### src/gcmn_pkg.sv
// shared types and constants for the grid clearance map block
package gcmn_pkg;

  // item kinds carried in tuser
  localparam logic [1:0] KIND_WRITE   = 2'd0;
  localparam logic [1:0] KIND_REBUILD = 2'd1;
  localparam logic [1:0] KIND_QUERY   = 2'd2;
  localparam logic [1:0] KIND_SPARE   = 2'd3;  // unused kind, zero result

  // register indexes of the configuration port
  localparam logic REG_GRID_COLS = 1'b0;
  localparam logic REG_GRID_ROWS = 1'b1;

  localparam int unsigned CLR_W   = 7;  // clearance and grid size width
  localparam int unsigned COORD_W = 6;  // cell coordinate width on the port
  localparam int unsigned XW      = 9;  // internal coordinate width, wraps below zero

  typedef struct packed {
    logic [CLR_W-1:0] cols;
    logic [CLR_W-1:0] rows;
  } grid_cfg_t;

endpackage

### src/gcmn_cfg.sv
// grid size registers with range clamping
module gcmn_cfg #(
  parameter int unsigned MAX_COLS = 64,
  parameter int unsigned MAX_ROWS = 64
) (
  input  logic                            clk_i,
  input  logic                            rst_ni,
  input  logic                            cfg_we_i,
  input  logic                            cfg_idx_i,
  input  logic [gcmn_pkg::CLR_W-1:0]      cfg_data_i,
  output gcmn_pkg::grid_cfg_t             cfg_o
);
  import gcmn_pkg::*;

  localparam logic [8:0] MaxColsW = 9'(MAX_COLS);
  localparam logic [8:0] MaxRowsW = 9'(MAX_ROWS);
  localparam logic [8:0] ResetW   = 9'd64;
  localparam logic [CLR_W-1:0] ColsRst = (ResetW > MaxColsW) ? CLR_W'(MAX_COLS) : CLR_W'(64);
  localparam logic [CLR_W-1:0] RowsRst = (ResetW > MaxRowsW) ? CLR_W'(MAX_ROWS) : CLR_W'(64);

  logic [CLR_W-1:0] cols_q, cols_d, rows_q, rows_d;
  logic [CLR_W-1:0] cols_clamp, rows_clamp;

  // zero reads as one, anything above the maximum as the maximum
  always_comb begin
    cols_clamp = cfg_data_i;
    rows_clamp = cfg_data_i;
    if (cfg_data_i == '0) begin
      cols_clamp = CLR_W'(1);
      rows_clamp = CLR_W'(1);
    end
    if (9'(cfg_data_i) > MaxColsW) cols_clamp = MaxColsW[CLR_W-1:0];
    if (9'(cfg_data_i) > MaxRowsW) rows_clamp = MaxRowsW[CLR_W-1:0];
  end

  always_comb begin
    cols_d = cols_q;
    rows_d = rows_q;
    if (cfg_we_i) begin
      case (cfg_idx_i)
        REG_GRID_COLS: cols_d = cols_clamp;
        REG_GRID_ROWS: rows_d = rows_clamp;
        default: ;
      endcase
    end
  end

  always_ff @(posedge clk_i or negedge rst_ni) begin
    if (!rst_ni) begin
      cols_q <= ColsRst;
      rows_q <= RowsRst;
    end else begin
      cols_q <= cols_d;
      rows_q <= rows_d;
    end
  end

  assign cfg_o.cols = cols_q;
  assign cfg_o.rows = rows_q;

endmodule

### config.mk
export PLATFORM = sky130hd
export DESIGN_NAME = gcmn_cfg
export DESIGN_NICKNAME = d
export VERILOG_FILES = /design/src/gcmn_pkg.sv /design/src/gcmn_cfg.sv
export SDC_FILE = /design/constraint.sdc
export NUM_CORES = 1
export LEC_CHECK = 0
export ABC_CLOCK_PERIOD_IN_PS = 1100
export BUFFER_PORTS_ARGS = -buffer_cell sky130_fd_sc_hd__buf_2
export CAP_MARGIN = 20
export CORE_MARGIN = 1.5
export CORE_UTILIZATION = 45
export CTS_BUF_LIST = sky130_fd_sc_hd__clkbuf_2
export CTS_CLUSTER_SIZE = 30
export DETAILED_ROUTE_END_ITERATION = 6
export PLACE_DENSITY = 0.76
export SYNTH_ARGS = -nofsm -noshare
export SYNTH_HDL_FRONTEND = slang
export SYNTH_SLANG_ARGS = --single-unit
export TNS_END_PERCENT = 100
### constraint.sdc
create_clock -name clk_i -period 1.1 [get_ports clk_i]
set_clock_uncertainty 0.15 [all_clocks]
set_input_delay 0.33 -clock clk_i [delete_from_list [all_inputs] [get_ports clk_i]]
set_output_delay 0.33 -clock clk_i [all_outputs]
set_load 0.005 [all_outputs]
# ---- Word-level counts from Yosys, hierarchy flattened
# Index checks and enable logic that the tools add are counted.
dict set report classes {
  order_cmp 1
  mux 2
  bitwise_logic 1
  n_reduce_logical 3
}
# op count
set op_table {}
lappend op_table {{7-bit two-way mux} 2}
lappend op_table {{7-bit greater-than comparator, second input constant} 1}
lappend op_table {{7-bit zero test} 1}
lappend op_table {{2-bit AND reduction} 2}
lappend op_table {{1-bit inverter} 1}
dict set report word_totals {
  register_bits 14
}

# ---- Logic depth before layout (Yosys ltp)
dict set report logic_depth {
  word_depth 3
  ltp_mapped 4
}

# ---- Worst setup path before layout
# No wires, ideal clock.
dict set report synth_timing {
  path_kind {input -> register}
  from {input port cfg_data_i[1] in the netlist's numbering}
  to {register rows_q[0]}
  setup_time_ps 92
  arrival_ps 765
  setup_slack_ps 93
  path_stages 3
  n_path_buf 0
  cell_sequence {nor3_2 a21oi_1 o31ai_2}
}
dict set report synth_via {
  elab_chain_len 3
  word_cells_on_any_way 4
  cone_classes {order compare: 1; mux: 2; reduce/logical: 1}
}
# element line_no
set synth_rtl {}
lappend synth_rtl {{start: declaration} gcmn_cfg.sv:10} ;# input logic [gcmn_pkg::CLR_W-1:0] cfg_data_i,
lappend synth_rtl {{parallel branches: the longest is 2 deep, another holds 7-bit greater-than comparator} -}
lappend synth_rtl {{7-bit two-way mux *} gcmn_cfg.sv:33} ;# if (9'(cfg_data_i) > MaxRowsW) rows_clamp = MaxRowsW[CLR_W-1:0];
lappend synth_rtl {{end signal: assignment} gcmn_cfg.sv:51} ;# rows_q <= RowsRst;
lappend synth_rtl {{end signal: assignment} gcmn_cfg.sv:54} ;# rows_q <= rows_d;
lappend synth_rtl {{end: declaration} gcmn_cfg.sv:21} ;# logic [CLR_W-1:0] cols_q, cols_d, rows_q, rows_d;
# Every way passes the cells marked *.
# A chain may end at the register's enable or synchronous reset.

# ---- Final worst setup path
dict set report layout_timing {
  from {register cols_q[6]}
  to {output port cfg_o[13] in the netlist's numbering}
}
# element line_no
set layout_lines {}
lappend layout_lines {{start: declaration} gcmn_cfg.sv:21}
lappend layout_lines {{start signal: assignment} gcmn_cfg.sv:50} ;# cols_q <= ColsRst;
lappend layout_lines {{start signal: assignment} gcmn_cfg.sv:53} ;# cols_q <= cols_d;
lappend layout_lines {{end: declaration} gcmn_cfg.sv:11} ;# output gcmn_pkg::grid_cfg_t cfg_o
# No word-level cell between the ends.

==> qor.txt <==
Cell variety after synth: 16
Maximum clock frequency: 712 MHz
CP bufs+invs: 1
Reg-to-reg slack, setup: 100 ps
Kind of critical path: reg -> out
Final Max Tran Viols: 0
Vias in the first global route: 402
Clk_lat worst skew: 270 ps
Fraction of the cycle the final worst path needs: 128%
Crit-path cells: buf_2
FFs w/ async S/R, synth: 100%
Yosys top cell by area: dfrtp_1
Cell leakage power: 0.450 nW
Worst-Margin Slew: 308 ps
Share of cells above drive strength 1: 52.7%
DP Worst Slack: -93.2 ps
Mapped cell area: 587 um2
Max Cap Viol: 0
Sw frac: 26.2%
Slowest stage delay, CP: 550 ps
Resized Gates After CTS: 0
Status: finished with violations
CP required: 620 ps
Crit end category: primary output
Chip Width: 39.1 um
CP Max Fanout: 2
Clock power frac: 21.2%
Post-synth EDFFs: 0
Reg2Reg Depth: 4
Clock slew at reported path FFs: 130 ps
Post-layout nets: 104
Final worst setup slack: -305 ps
CTS root buf: clkbuf_2
Synth cell count leaders: dfrtp_1, nand2_1, o21ai_0
Critical-path top delay cell: dfstp_2
H-tree depth: 1
Die Height: 39.1 um
DRC: 0
Worst R2R End: cols_q[2]
Gpl congestion: 0.778
Initial Util: 50.8%
Synth top area share: 51.2%
Part of the power in combinational logic: 23.1%
Psw: 0.284 mW
I/O Buffers: 24
Largest buffer count on any clock path: 2
Sequential area share after synthesis: 60.1%
Min-delay src: cfg_data_i[4]
Violated checks: negative setup slack
Synthesized Nets: 63
Final hold violations: 0
P per Cell Area: 1290 nW/um2
Final WL: 1140 um
CTS Buf Count: 3
DRT iter0 DRCs: 9
Max VDD drop: 0.772 mV
# diodes: 0
Initial antenna violation count: 0
Worst slew margin: 79.4%
Syn_area_per_cell: 11.3 um2
Internal power: 0.799 mW
Synth Register Bits: 14
Share of power burned in registers: 55.8%
Die ar.: 1530 um2
Num Clock Sinks: 14
Hpwl dp: 810 um
First-pass GRT wire length: 1660 um
Via-to-Cell Ratio: 4.72
Syn Inst Count: 52
Crit path DAT: 920 ps
Drt first pass iters: 3
Top FF cell, synth: dfrtp_1
Wire per inst: 10.8 um
WHS Path Cells: 3
Fin Hold WS: 177 ps
Row cnt: 12
Via count: 496
Crit start category: flop
I/O pins: 25
Final setup fails: 14
P&R area growth vs syn: 42.6%
Core Region: 1160 um2
Reg2Reg Launch Point: cols_q[2]
Total track usage: 16.6%
RSZ-0062 raised after global routing: yes
CTS tree: done
Hold Crit Class: in -> reg
Hold Path End: rows_q[4]
CP top delay family: flip-flops
Largest net degree at the start of global routing: 15
Post-route ant nets: 0
Synth Warn #: 0
Post-route minimum period: 1400 ps
Synth area leaders: dfrtp_1, dfstp_2, nand2_1
GRT overflow: 0
==> cells in the final DEF (no fill, tap or decap), drive strengths merged <==
master       instances
a21oi                1
buf                 37
clkbuf               3
dfrtp               12
dfstp                2
dlygate4sd3          1
mux2                 2
nand2               13
nand2b               6
nor2                 1
nor3                 1
o21ai               10
o31ai                2
==> area by class of cell <==
cell class / instances / area, um2
tap: 14 / 17.5
clock buffer: 3 / 15.0
fill: 91 / 319
timing repair buffer: 38 / 240
sequential: 14 / 353
multi-input combinational: 36 / 211
==> worst max-delay path by stage <==
stage | from | to | slack (ps) | cells after the start
final | cols_q[6] | cfg_o[13] | -300 | 1
after global routing | cols_q[6] | cfg_o[13] | -330 | 1
after floorplan | cfg_data_i[1] | rows_q[0] | 90 | 3
after detailed placement | cfg_data_i[1] | cols_q[0] | -90 | 4
after CTS | cols_q[6] | cfg_o[13] | -300 | 1
after global placement | cfg_data_i[1] | cols_q[0] | -70 | 4
==> worst min-delay path, delay by kind of cell <==
kind,cells,cell delay (ps)
and+or+nand+nor,1,80
AOI/OAI and AO/OA,1,60
buffers and inverters,1,110
==> power groups by stage <==
stage | Clock, mW | Combinational (mW) | Sequential, mW
6_report | 0.229 | 0.250 | 0.604
5_1_grt | 0.251 | 0.280 | 0.610
4_1_cts | 0.234 | 0.232 | 0.603
3_5_place_dp | 0 | 0.200 | 0.615
3_3_place_gp | 0 | 0.197 | 0.613
2_1_floorplan | 0 | 0.0806 | 0.622
==> cell families after synthesis <==
kind of cell	share of synthesized area [%]
buffers and inverters	3.84
flip-flops	60.1
AO/OA/AOI/OAI	12.8
multiplexers	4.48
AND/OR/NAND/NOR	18.8
==> timing repair <==
| action | CTS | global route |
|---|---|---|
| buffers inserted | 5 | 4 |
| setup endpoints to repair | 14 | 14 |
| hold buffers | 1 | 0 |
| endpoints found under the hold margin | 12 | 0 |
==> flip-flops by register name (all words and copies together) (netlist names) <==
name and cells:
rows_q 7, cols_q 7
==> layer usage <==
metal	track usage (%)	vias up	part of all wire [%]
li1	-	255	-
met1	19.7	220	45
met2	28.3	19	47
met3	3.47	2	6.5
met4	7.76	0	1.1
met5	0	-	0
==> metrics by stage <==
step                      total power [mW]  cell area, um2  utilization (%)  setup TNS (ps)  instances
final                                 1.08             837             72.4           -2620        105
after floorplan                      0.703             587                -               0         52
after global routing                  1.14             837             72.4           -3030        105
after global placement               0.810             744             64.4            -281         92
after detailed placement             0.815             744             64.4            -378         92
after CTS                             1.07             807             69.8           -2630        101
(Power assumes the default switching activity.)
